### config.mk
export PLATFORM = sky130hd
export DESIGN_NAME = gaussian_sum_evaluator_top_flat
export DESIGN_NICKNAME = d
export VERILOG_FILES = /design/src/rtl/gse_pkg.sv /design/src/rtl/gse_if.sv /design/src/rtl/gaussian_sum_evaluator_top.sv /design/src/flat_wrapper.sv
export VERILOG_INCLUDE_DIRS = /design/src /design/src/rtl
export SDC_FILE = /design/constraint.sdc
export NUM_CORES = 2
export LEC_CHECK = 0
export BUFFER_PORTS_ARGS = -buffer_cell sky130_fd_sc_hd__buf_2
export CAP_MARGIN = 20
export CELL_PAD_IN_SITES_DETAIL_PLACEMENT = 0
export CELL_PAD_IN_SITES_GLOBAL_PLACEMENT = 1
export CORE_ASPECT_RATIO = 1.2
export CORE_MARGIN = 10
export CORE_UTILIZATION = 46
export DETAILED_ROUTE_END_ITERATION = 10
export HOLD_SLACK_MARGIN = 0.08
export PLACE_DENSITY_LB_ADDON = 0.1
export SYNTH_ARGS = -nofsm -noshare
export SYNTH_HDL_FRONTEND = slang
export SYNTH_SLANG_ARGS = --single-unit
export TNS_END_PERCENT = 10
### constraint.sdc
create_clock -name clk -period 11.9 [get_ports clk]
set_input_delay 1.19 -clock clk [delete_from_list [all_inputs] [get_ports clk]]
set_output_delay 1.19 -clock clk [all_outputs]
set_load 0.01 [all_outputs]
### src/rtl/assert_macros.svh
// assertion helpers included by gaussian_sum_evaluator_top
`ifndef ASSERT_MACROS_SVH
`define ASSERT_MACROS_SVH

// implication checked on every rising clock edge outside reset
`define ASSERT_IMPL(label, clk, rst_n, lhs, rhs) \
	label: assert property (@(posedge clk) disable iff (!rst_n) (lhs) |-> (rhs)) \
	else $error("assertion failed");

// next-cycle implication outside reset
`define ASSERT_NEXT(label, clk, rst_n, lhs, rhs) \
	label: assert property (@(posedge clk) disable iff (!rst_n) (lhs) |=> (rhs)) \
	else $error("assertion failed");

`endif

### src/rtl/gse_pkg.sv
// ----------------------------------------------------------------------------
// gse_pkg
// shared constants and types of the gaussian sum evaluator
// ----------------------------------------------------------------------------
`timescale 1ns / 1ps
package gse_pkg;
	localparam int unsigned LOG2E_Q16       = 94548;
	localparam int unsigned INV_SQRT2PI_Q24 = 6693141;

	// register indexes
	localparam logic [2:0] REG_PEAK_COUNT = 3'd0;
	localparam logic [2:0] REG_NORM_MODE  = 3'd1;
	localparam logic [2:0] REG_OFFSET     = 3'd2;
	localparam logic [2:0] REG_PEAK0      = 3'd3;
	localparam logic [2:0] REG_PEAK1      = 3'd4;
	localparam logic [2:0] REG_PEAK2      = 3'd5;
	localparam logic [2:0] REG_PEAK3      = 3'd6;

	typedef struct packed {
		logic signed [23:0] model_value;
		logic               saturated;
		logic               zero_width_seen;
	} result_t;
endpackage

### src/rtl/gse_if.sv
// ----------------------------------------------------------------------------
// gse_stream_if / gse_cfg_if
// valid/ready channels for samples, results and register writes
// ----------------------------------------------------------------------------
`timescale 1ns / 1ps
interface gse_stream_if #(parameter int W = 16);
	logic         valid;
	logic         ready;
	logic [W-1:0] data;
	modport source (output valid, output data, input ready);
	modport sink   (input valid, input data, output ready);
endinterface

interface gse_cfg_if;
	logic        valid;
	logic        ready;
	logic [2:0]  index;
	logic [47:0] wdata;
	modport source (output valid, output index, output wdata, input ready);
	modport sink   (input valid, input index, input wdata, output ready);
endinterface

### src/rtl/gaussian_sum_evaluator_top.sv
// ----------------------------------------------------------------------------
// gaussian_sum_evaluator_top
// sum of gaussian peaks plus a baseline, one point at a time
// ----------------------------------------------------------------------------
// Each sample is worked through by the sequencer around one shared 32x32
// multiplier and a 47-step serial divider: one division for t per enabled
// peak, a second division for the norm in normalized mode, and no division
// for a zero-width peak. The finished result waits in an output register
// while the next sample is taken in; the last step stalls only while that
// register is full and not being read. Register writes are taken only while
// no sample is in flight. The exp table entry count must be a power of two.
`timescale 1ns / 1ps
`include "assert_macros.svh"
module gaussian_sum_evaluator_top import gse_pkg::*; #(
	parameter int MAX_PEAKS         = 4,
	parameter int EXP_TABLE_ENTRIES = 256
) (
	input logic          clk,
	input logic          arst_n,
	gse_cfg_if.sink      cfg,
	gse_stream_if.sink   sample,
	gse_stream_if.source result
);
	localparam int IW = $clog2(EXP_TABLE_ENTRIES);

	// ceil(2^34 / k) for k = 1..12, exact floor division in the series
	localparam logic [34:0] RECIP_K [12] = '{
		35'd17179869184, 35'd8589934592, 35'd5726623062, 35'd4294967296,
		35'd3435973837, 35'd2863311531, 35'd2454267027, 35'd2147483648,
		35'd1908874354, 35'd1717986919, 35'd1561806290, 35'd1431655766
	};

	typedef enum logic [3:0] {
		S_IDLE, S_PEAK, S_DIV, S_EXP0, S_EXP1, S_NORM, S_MUL0, S_MUL1, S_ACC, S_FIN0,
		S_FIN1
	} state_t;

	// exp table, built at elaboration from the integer series
	function automatic logic [15:0] exp_entry(input int unsigned idx);
		logic [63:0] y, term, sum, r;
		y = (64'(idx) * 64'd744261118) >> IW;
		term = 64'd1 << 30;
		sum = 64'd1 << 30;
		for (int k = 1; k <= 12; k++) begin
			term = (((term * y) >> 30) * RECIP_K[4'(k - 1)]) >> 34;
			if (k[0]) sum = sum - term;
			else sum = sum + term;
		end
		r = (sum + 64'd8192) >> 14;
		return (r > 64'd65535) ? 16'hFFFF : r[15:0];
	endfunction

	logic [15:0] exp_rom [EXP_TABLE_ENTRIES];
	for (genvar g = 0; g < EXP_TABLE_ENTRIES; g++) begin : g_rom
		assign exp_rom[g] = exp_entry(g);
	end

	// configuration registers
	logic [2:0]         count_q;
	logic               norm_mode_q;
	logic [15:0]        offset_q;
	logic [47:0]        peak_q [4];

	// datapath registers
	state_t             state_q, ret_q;
	logic [2:0]         p_q, lim_q;
	logic signed [15:0] x_q, amp_q;
	logic [15:0]        w_q;
	logic [16:0]        dmag_q;
	logic [46:0]        num_q;       // dividend / quotient shift register
	logic [31:0]        den_q;
	logic [31:0]        rem_q;
	logic [5:0]         bit_q;
	logic [19:0]        t_q;
	logic [35:0]        z_q;
	logic [15:0]        e_q;
	logic [23:0]        norm_q;
	logic [31:0]        mul_q;
	logic signed [63:0] acc_q;
	logic               zero_q, out_valid_q;
	result_t            res_q;

	assign cfg.ready = (state_q == S_IDLE);
	always_ff @(posedge clk or negedge arst_n) begin
		if (!arst_n) begin
			count_q <= 3'd1;
			norm_mode_q <= 1'b0;
			offset_q <= '0;
			for (int i = 0; i < 4; i++) peak_q[i] <= '0;
		end else if (cfg.valid && cfg.ready) begin
			case (cfg.index)
				REG_PEAK_COUNT: count_q <= cfg.wdata[2:0];
				REG_NORM_MODE:  norm_mode_q <= cfg.wdata[0];
				REG_OFFSET:     offset_q <= cfg.wdata[15:0];
				default: if (cfg.index inside {[REG_PEAK0:REG_PEAK3]})
					peak_q[2'(cfg.index - REG_PEAK0)] <= cfg.wdata;
			endcase
		end
	end

	// p_q points one past the peak being worked on
	logic [47:0] pw;
	assign pw = peak_q[2'(p_q - 3'd1)];

	// magnitude of the amplitude, full range
	logic [15:0] amag;
	assign amag = amp_q[15] ? 16'(-amp_q) : 16'(amp_q);

	// shared multiplier
	logic [31:0] ma, mb;
	logic [63:0] mp;
	assign mp = ma * mb;
	always_comb begin
		ma = '0; mb = '0;
		case (state_q)
			S_PEAK: begin ma = 32'(pw[31:16]); mb = 32'(pw[31:16]); end
			S_DIV:  begin ma = 32'(dmag_q); mb = 32'(dmag_q); end
			S_EXP0: begin ma = 32'(t_q); mb = 32'(LOG2E_Q16); end
			S_MUL0: begin ma = 32'(amag); mb = 32'(e_q); end
			S_MUL1: begin ma = mul_q; mb = 32'(norm_q); end
			default: ;
		endcase
	end

	// one restoring division step
	logic [33:0] trial;
	assign trial = {1'b0, rem_q, num_q[46]} - {2'b0, den_q};

	logic [2:0] lim_d;
	assign lim_d = (count_q > 3'(MAX_PEAKS)) ? 3'(MAX_PEAKS) : count_q;

	logic signed [16:0] dd;
	assign dd = 17'(x_q) - 17'(signed'(pw[15:0]));

	logic [IW-1:0] idx;
	assign idx = IW'(z_q[15:0] >> (16 - IW));

	logic signed [63:0] biased;
	logic signed [31:0] yv;
	assign biased = acc_q + (64'(signed'(offset_q)) <<< 32) + 64'sh80000000;
	assign yv = 32'(biased >>> 32);

	// last step may finish once the output register is free or draining
	logic fin_go;
	assign fin_go = (state_q == S_FIN1) && (!out_valid_q || result.ready);

	assign sample.ready = (state_q == S_IDLE) && !cfg.valid;
	assign result.valid = out_valid_q;
	assign result.data  = res_q;

	// sequencer
	always_ff @(posedge clk or negedge arst_n) begin
		if (!arst_n) begin
			state_q <= S_IDLE;
			ret_q <= S_IDLE;
			out_valid_q <= 1'b0;
			p_q <= '0;
			lim_q <= '0;
			x_q <= '0;
			amp_q <= '0;
			w_q <= '0;
			dmag_q <= '0;
			num_q <= '0;
			den_q <= '0;
			rem_q <= '0;
			bit_q <= '0;
			t_q <= '0;
			z_q <= '0;
			e_q <= '0;
			norm_q <= '0;
			mul_q <= '0;
			acc_q <= '0;
			zero_q <= 1'b0;
			res_q <= '0;
		end else begin
			if (fin_go) out_valid_q <= 1'b1;
			else if (result.valid && result.ready) out_valid_q <= 1'b0;
			case (state_q)
				S_IDLE: if (sample.valid && sample.ready) begin
					x_q <= sample.data;
					p_q <= '0;
					lim_q <= lim_d;
					acc_q <= '0;
					zero_q <= 1'b0;
					state_q <= S_ACC;
					ret_q <= S_PEAK;
				end
				S_PEAK: begin
					amp_q <= signed'(pw[47:32]);
					w_q <= pw[31:16];
					dmag_q <= dd[16] ? 17'(-dd) : 17'(dd);
					den_q <= mp[31:0];
					state_q <= S_DIV;
					if (pw[31:16] == 16'd0) begin
						zero_q <= 1'b1;
						state_q <= S_ACC;
						ret_q <= S_PEAK;
					end
				end
				S_DIV: begin
					// first entry loads (d^2<<15)/(w^2)
					num_q <= {mp[31:0], 15'd0};
					rem_q <= '0;
					bit_q <= 6'd47;
					state_q <= S_EXP1;
					ret_q <= S_EXP0;
				end
				S_EXP1: begin
					// shared serial divider
					if (bit_q != 0) begin
						bit_q <= bit_q - 6'd1;
						if (!trial[33]) begin
							rem_q <= trial[31:0];
							num_q <= {num_q[45:0], 1'b1};
						end else begin
							rem_q <= {rem_q[30:0], num_q[46]};
							num_q <= {num_q[45:0], 1'b0};
						end
					end else if (ret_q == S_EXP0) begin
						t_q <= (num_q[46:20] != '0) ? 20'hFFFFF : num_q[19:0];
						state_q <= S_EXP0;
					end else begin
						norm_q <= num_q[23:0];
						state_q <= S_MUL0;
					end
				end
				S_EXP0: begin
					z_q <= mp[51:16];
					state_q <= S_NORM;
				end
				S_NORM: begin
					e_q <= (t_q == 20'hFFFFF || z_q[35:16] > 20'd15) ? 16'd0
						: exp_rom[idx] >> z_q[19:16];
					if (norm_mode_q) begin
						num_q <= 47'(INV_SQRT2PI_Q24 + 32'(w_q >> 1));
						den_q <= 32'(w_q);
						rem_q <= '0;
						bit_q <= 6'd47;
						ret_q <= S_NORM;
						state_q <= S_EXP1;
					end else begin
						norm_q <= 24'd65536;
						state_q <= S_MUL0;
					end
				end
				S_MUL0: begin
					mul_q <= mp[31:0];
					state_q <= S_MUL1;
				end
				S_MUL1: begin
					acc_q <= amp_q[15] ? acc_q - 64'(mp) : acc_q + 64'(mp);
					state_q <= S_ACC;
					ret_q <= S_PEAK;
				end
				S_ACC: begin
					// hand over to S_FIN0, which advances to the next peak or finishes
					state_q <= S_FIN0;
				end
				S_FIN0: begin
					if (p_q < lim_q) begin
						state_q <= S_PEAK;
						p_q <= p_q + 3'd1;
					end else begin
						state_q <= S_FIN1;
					end
				end
				S_FIN1: if (fin_go) begin
					res_q.zero_width_seen <= zero_q;
					if (yv > 32'sd8388607) begin
						res_q.model_value <= 24'h7FFFFF; res_q.saturated <= 1'b1;
					end else if (yv < -32'sd8388608) begin
						res_q.model_value <= 24'h800000; res_q.saturated <= 1'b1;
					end else begin
						res_q.model_value <= yv[23:0]; res_q.saturated <= 1'b0;
					end
					state_q <= S_IDLE;
				end
				default: state_q <= S_IDLE;
			endcase
		end
	end

	`ASSERT_IMPL(a_no_accept_busy, clk, arst_n, state_q != S_IDLE, !sample.ready)
	`ASSERT_NEXT(a_fin_valid, clk, arst_n, state_q == S_FIN1, out_valid_q)
	`ASSERT_IMPL(a_peak_range, clk, arst_n, state_q == S_PEAK, p_q <= 3'(MAX_PEAKS))
endmodule

### src/flat_wrapper.sv
// flat-port wrapper written by rule: the top's interface ports become plain ports
module gaussian_sum_evaluator_top_flat import gse_pkg::*;
#(
	parameter int MAX_PEAKS         = 4,
	parameter int EXP_TABLE_ENTRIES = 256
)
  (clk, arst_n, cfg_valid, cfg_index, cfg_wdata, cfg_ready, sample_valid, sample_data, sample_ready, result_valid, result_data, result_ready);
  gse_cfg_if cfg_i ();
  gse_stream_if #(.W(16)) sample_i ();
  gse_stream_if #(.W(26)) result_i ();
  input logic clk;
  input logic arst_n;
  input wire logic [$bits(cfg_i.valid)-1:0] cfg_valid;
  input wire logic [$bits(cfg_i.index)-1:0] cfg_index;
  input wire logic [$bits(cfg_i.wdata)-1:0] cfg_wdata;
  output wire logic [$bits(cfg_i.ready)-1:0] cfg_ready;
  input wire logic [$bits(sample_i.valid)-1:0] sample_valid;
  input wire logic [$bits(sample_i.data)-1:0] sample_data;
  output wire logic [$bits(sample_i.ready)-1:0] sample_ready;
  output wire logic [$bits(result_i.valid)-1:0] result_valid;
  output wire logic [$bits(result_i.data)-1:0] result_data;
  input wire logic [$bits(result_i.ready)-1:0] result_ready;
  assign cfg_i.valid = cfg_valid;
  assign cfg_i.index = cfg_index;
  assign cfg_i.wdata = cfg_wdata;
  assign cfg_ready = cfg_i.ready;
  assign sample_i.valid = sample_valid;
  assign sample_i.data = sample_data;
  assign sample_ready = sample_i.ready;
  assign result_valid = result_i.valid;
  assign result_data = result_i.data;
  assign result_i.ready = result_ready;
  gaussian_sum_evaluator_top #(.MAX_PEAKS(MAX_PEAKS), .EXP_TABLE_ENTRIES(EXP_TABLE_ENTRIES)) u_core (.clk(clk), .arst_n(arst_n), .cfg(cfg_i), .sample(sample_i), .result(result_i));
endmodule
== Word-level counts from Yosys, hierarchy flattened ==
Memory sizes are Yosys's and may differ from the RTL's.
Index checks and enable logic that the tools add are counted.
W data, S select, Z words.
Storage, ports and cells
  bits in registers: 628
  memory bits (read-only): 4096
  output and inout port bits: 29
  word-level logic and storage cells: 182
  memories: 1
Memory list
  (no name shown): words 256, bits a word 16, rd ports 1, clocked after Yosys merged registers in 0, wr ports 0, RTL line gaussian_sum_evaluator_top.sv:233  | : exp_rom[idx] >> z_q[19:16];
Operators by class
  add/sub/neg operators: 13
  $mul: 1
  order comparisons: 11
  eq/ne operators: 23
  shifts and indexed selects: 1
  muxes and demuxes: 57
  bitwise operators: 5
  reductions and logical operators: 40
Operators by type and width (number)
  $bwmux W192: 1
  $pmux W32 S5: 1
  $mux W48: 3
  $pmux W47 S3: 1
  $mux W32: 4
  $mux W64: 2
  $pmux W64 S2: 1
  $pmux W24 S5: 1
  $bmux W48 S2: 1
  $demux W48 S2: 1
  $pmux W32 S3: 1
  $mux W47: 2
  $mux W24: 3
  $add A64 B33 Y64 const B: 1
  $add A64 B48 Y64: 1
  $add A64 B64 Y64: 1
  $mux W16: 4
  $pmux W32 S2: 1
  $sub A64 B64 Y64: 1
  $mul A32 B24 Y56: 1
  $mux W25: 2
  $pmux W24 S2: 1
  $pmux W4 S11: 1
  $sub A33 B32 Y34: 1
  57 further kinds: 114

== Logic depth before layout (Yosys ltp) ==
  depth in word-level cells: 10
  depth in mapped cells: 53

== Worst setup path after synthesis ==
No wires, ideal clock.
  path type: flip-flop to flip-flop
  from: reg u_core.p_q[0]
  to: reg u_core.acc_q[61]
  setup time: 0.134 ns
  data arrival time: 11.936 ns
  required time: 11.766 ns
  path slack: -0.170 ns
  cell stages (with the launch flop): 49
  path buffers: 6
  cells stage by stage: dfrtp_1 -> buf_2 -> buf_1 -> mux4_2 -> a22oi_1 -> and2_1 -> clkbuf_1 -> clkbuf_1 -> nor2_1 -> fa_1 -> inv_1 -> fa_1 -> fa_1 -> inv_1 -> fa_1 -> fa_1 -> fa_1 -> inv_1 -> [... 13 more ...] -> and3_1 -> and2_1 -> buf_4 -> nor2_1 -> xnor2_1 -> ha_1 -> a21o_1 -> a21o_1 -> a21oi_1 -> o21ai_0 -> a211o_1 -> o221a_2 -> o21ai_0 -> a21oi_1 -> a221o_1 -> a21oi_1 -> xor2_1 -> o21ai_0
On the way
  longest elaborated chain between the ends: 10
  elaborated cells between the ends (all ways): 12
RTL lines
  start, declared: RTL line gaussian_sum_evaluator_top.sv:66  | logic [2:0] p_q, lim_q;
  start signal, assigned: RTL line gaussian_sum_evaluator_top.sv:262  | p_q <= p_q + 3'd1;
  $sub A2 B1 Y2 (*): RTL line gaussian_sum_evaluator_top.sv:103  | assign pw = peak_q[2'(p_q - 3'd1)];
  $not A2 Y3 (not written as such) (*): RTL line gaussian_sum_evaluator_top.sv:103
  $bmux W48 S2 (*): RTL line gaussian_sum_evaluator_top.sv:103
  $mux W48 (not written as such) (*) (2 in series): RTL line gaussian_sum_evaluator_top.sv:103
  $pmux W32 S5 or $pmux W24 S5 (tied branches): RTL line gaussian_sum_evaluator_top.sv:115  | case (state_q)
  $mul A32 B24 Y56 (*): RTL line gaussian_sum_evaluator_top.sv:112  | assign mp = ma * mb;
  $add A64 B64 Y64 or $sub A64 B64 Y64 (tied branches): RTL line gaussian_sum_evaluator_top.sv:251  | acc_q <= amp_q[15] ? acc_q - 64'(mp) : acc_q + 64'(mp);
  $mux W64 (*): RTL line gaussian_sum_evaluator_top.sv:251
  $pmux W64 S2 (*): RTL line gaussian_sum_evaluator_top.sv:178  | case (state_q)
  end signal, assigned: RTL line gaussian_sum_evaluator_top.sv:251
  end, declared: RTL line gaussian_sum_evaluator_top.sv:79  | logic signed [63:0] acc_q;
Mark *: on every way between the ends. The rest lies on a longest branch, timed or not. The select of a mux whose other input is x is not followed.
A chain may end at the register's enable or synchronous reset.

== Final worst setup path ==
  from: reg u_core.p_q[0]
  to: reg u_core.acc_q[63]
Same word-level chain as after synthesis.

==> metrics.md <==
| Metric | Value |
|---|---|
| DP HPWL | 156000 µm |
| CTS root buffer | clkbuf_16 |
| Yosys warns | 0 |
| Combinational share of power | 70.9% |
| Fmax achieved | 86.2 MHz |
| Top Ports | 101 |
| Final setup fails | 0 |
| Number of routed nets with antenna violations | 0 |
| Clock power share | 11.0% |
| Main synth FF type | dfrtp_1 |
| Type of origin of the critical path | flop |
| Status | finished, final reports clean |
| Non-filler cells, final | 8752 |
| WP data required | 12370 ps |
| Worst min path class | flop to flop |
| Synth async-reset ratio | 100% |
| Port buffer count | 100 |
| Core region area | 126000 µm² |
| Setup ws final | 293 ps |
| Die H | 410 µm |
| Synthesized area per cell | 9.11 µm² |
| Post-synth EDFFs | 0 |
| Initial antenna violation count | 1 |
| Vias/cell | 5.52 |
| Slew @ Worst Pin | 1080 ps |
| Clk slew on worst S/H paths | 70 ps |
| Synth cell types | 108 |
| 1st-iter DRT viols | 2955 |
| Final worst-path cycle share | 97.5% |
| Critical Path End Type | flop |
| Die width | 345 µm |
| Power Dens Cells | 248 nW/µm² |
| Switching Share | 45.8% |
| Grt total ovfl | 0 |
| DRT Pass-1 Iters | 5 |
| H-tree depth | 2 |
| Final net count | 8102 |
| CTS Hold Bufs | 0 |
| Max Buffers Root-to-Sink | 3 |
| NetSw | 7.97 mW |
| CTS tree | built |
| Critical path's slowest cell | fa_1 |
| Initial Util | 46.2% |
| Flops & latches, synth | 575 |
| Clock Latency Late Sink | 670 ps |
| Cell row count | 143 |
| Largest net degree at the start of global routing | 166 |
| Min Tclk post-route | 11610 ps |
| Final core occ | 55.5% |
| Final Total Pwr | 17.4 mW |
| Seq/Total Area, Yosys | 24.6% |
| Num CTS Buffers | 56 |
| WS Path Type | flop to flop |
| Most frequent cells in the layout | 1017 x nand2_1, 817 x inv_1, 691 x buf_4 |
| Global-route wire length before repair | 301000 µm |
| Simple-Gate Fraction of Synth Area | 15.3% |
| Inst Count DP | 8560 |
| Syn Inst Count | 6408 |
| Most frequent CP cell | fa_1 |
| Max-cap violations | 0 |
| Final wirelength | 196000 µm |
| Routed vias | 48400 |
| Mapped Area | 58400 µm² |
| Pins over their slew limit | 0 |
| Worst Path Arrival | 12080 ps |
| Crit path largest cell delay | 530 ps |
| Post-DR wirelength/cell | 22.3 µm |
| RSZ-0062 raised after global routing | yes |
| Dpl ws | -335 ps |
| Clock Sinks | 575 |
| Sequential share of power | 18.1% |
| Hold WS | 477 ps |
| Area share of fa/ha/maj cells after synthesis | 29.8% |
| P&R area growth vs syn | 20.1% |
| Critical path's top delay family | adder cells |
| Most common cell after layout, fill and taps aside | nand2_1 |
| Max FO, Critical Path | 14 |
| Via count of the first global-routing pass | 50300 |
| VDD IR-drop max | 0.218 mV |
| DRC | 0 |
| Internal | 9.44 mW |
| Post-synthesis xor/xnor area fraction | 3.95% |
| Mux cell area share after synthesis | 6.17% |
| Share of layout cells above drive strength 1 | 22.3% |
| Buf+Inv Stages, Crit Path | 12 |
| Syn Nets | 7474 |
| Skew final | 79.0 ps |
| LEAKAGE | 34.8 nW |
| Routability Congestion | 0.919 |
| Worst slew margin | 27.6% |
| Total Routing Usage GR | 27.0% |
| Total die area | 142000 µm² |
| Final hold violations | 0 |
| Fill cells | 11700 |
| Compound-cell area share of the yosys netlist | 12.5% |
| Largest family of logic cells by synthesized area | adder cells |
==> stage by stage <==
step	area [µm²]	TNS, ps
final	70100	0
after global placement	65900	-1770
after floorplan	58400	0
after global routing	70100	-797
after detailed placement	65900	-3570
after CTS	68000	-52.5
==> layout make-up <==
cell class	count	area, µm²	area share (%)
Multi-Input combinational cell	4654	40900	58.3
Sequential cell	575	14400	20.5
Timing Repair Buffer	910	7660	10.9
Inverter	839	3150	4.49
Tap cell	1667	2090	2.97
Clock buffer	82	1620	2.31
Clock inverter	24	350	0.499
Antenna cell	1	2.50	0.00357
==> cell usage after synthesis (10+ instances only) <==
library cell	instances	share of area [%]
o211a_1	16	0.27
a22o_1	31	0.47
fa_1	662	23
o211ai_1	26	0.33
o21bai_1	20	0.26
xnor2_1	144	2.2
or3_1	22	0.24
nor2_1	463	3.0
o31ai_1	16	0.21
ha_1	332	7.1
dfrtp_1	574	25
clkbuf_1	290	1.9
a211oi_1	28	0.36
o21ai_0	269	2.3
nor3_1	59	0.51
nand4_1	30	0.32
a31oi_1	41	0.44
xor2_1	119	1.8
a21boi_0	11	0.14
a22oi_1	41	0.53
a21o_1	128	1.6
a211o_1	10	0.15
nand3_1	127	1.1
a21oi_1	224	1.9
buf_1	30	0.19
nor2b_1	32	0.34
a221oi_1	40	0.60
buf_2	15	0.13
nand2_1	1039	6.7
o21a_1	31	0.40
inv_1	839	5.4
nand2b_1	38	0.41
or2_2	12	0.13
a221o_1	10	0.17
o22a_1	22	0.33
mux2_2	215	4.1
mux4_2	48	1.9
nor4_1	21	0.23
and2_1	54	0.58
o22ai_1	15	0.16
and3_1	82	0.88
==> worst paths after layout <==
path | cells after the start | endpoint | slack [ps] | from
worst max-delay path | 51 | u_core.acc_q[63] | 290 | u_core.p_q[0]
worst min-delay path | 1 | u_core.ret_q[0] | 480 | u_core.ret_q[0]
worst max register to register | 51 | u_core.acc_q[63] | 290 | u_core.p_q[0]
worst min register to register | 1 | u_core.ret_q[0] | 480 | u_core.ret_q[0]
max in group asynchronous | 3 | u_core.amp_q[2] | 9150 | arst_n
min in group asynchronous | 1 | u_core.peak_q[134] | 580 | arst_n
==> sequential cells by signal, indices dropped and copies added (netlist names) <==
signal and cells:
u_core.peak_q 192, u_core.acc_q 64, u_core.num_q 47, u_core.den_q 32, u_core.mul_q 32, u_core.rem_q 32, u_core.result.data 26, u_core.norm_q 24
u_core.t_q 20, u_core.dmag_q 17, u_core.amp_q 16, u_core.offset_q 16, u_core.w_q 16, u_core.x_q 16, u_core.bit_q 6, u_core.state_q 4
u_core.count_q 3, u_core.lim_q 3, u_core.p_q 3, u_core.ret_q 3, u_core.norm_mode_q 1, u_core.result.valid 1, u_core.zero_q 1
==> worst register-to-register path: cells and delay by family (launching register included) <==
| family | cells | cell delay, ps |
|---|---|---|
| AOI/OAI and AO/OA | 16 | 2920 |
| xor gates and xnor gates | 2 | 450 |
| adders and majority gates | 10 | 4380 |
| buffers and inverters | 12 | 1310 |
| DFF | 1 | 510 |
| muxes | 1 | 330 |
| and+or+nand+nor | 10 | 1530 |
==> per-layer routing <==
metal	global-route usage (%)	wire, µm	part of all wire [%]	vias up
met5	0	13	0.0066	-
met4	9.60	8150	4.2	2
met3	2.46	8610	4.4	304
met2	46.7	95700	49	1187
met1	35.2	83100	43	24600
li1	-	-	-	22300
==> power groups by stage <==
stage | clock network [mW] | logic [mW] | registers [mW]
6_report | 1.92 | 12.3 | 3.15
4_1_cts | 1.96 | 11.7 | 3.13
3_3_place_gp | 0 | 11.5 | 3.14
2_1_floorplan | 0 | 7.00 | 2.97
5_1_grt | 2.03 | 13.4 | 3.23
3_5_place_dp | 0 | 11.6 | 3.16
==> cells by family after synthesis <==
| logic type | Yosys count |
|---|---|
| multiplexers | 273 |
| flip-flops | 575 |
| XOR/XNOR | 263 |
| AO/OA/AOI/OAI | 1085 |
| buffers and inverters | 1179 |
| AND/OR/NAND/NOR | 2039 |
| adder cells (fa/ha/maj) | 994 |
==> what timing repair did <==
| action | CTS | global route |
|---|---|---|
| pin swaps | 6 | 188 |
| gates resized for setup | 22 | 345 |
| gates cloned | 0 | 7 |
| setup buffers | 2 | 73 |
| endpoints found under the setup margin | 18 | 29 |
Note: power is estimated with default switching activity, not from simulation.
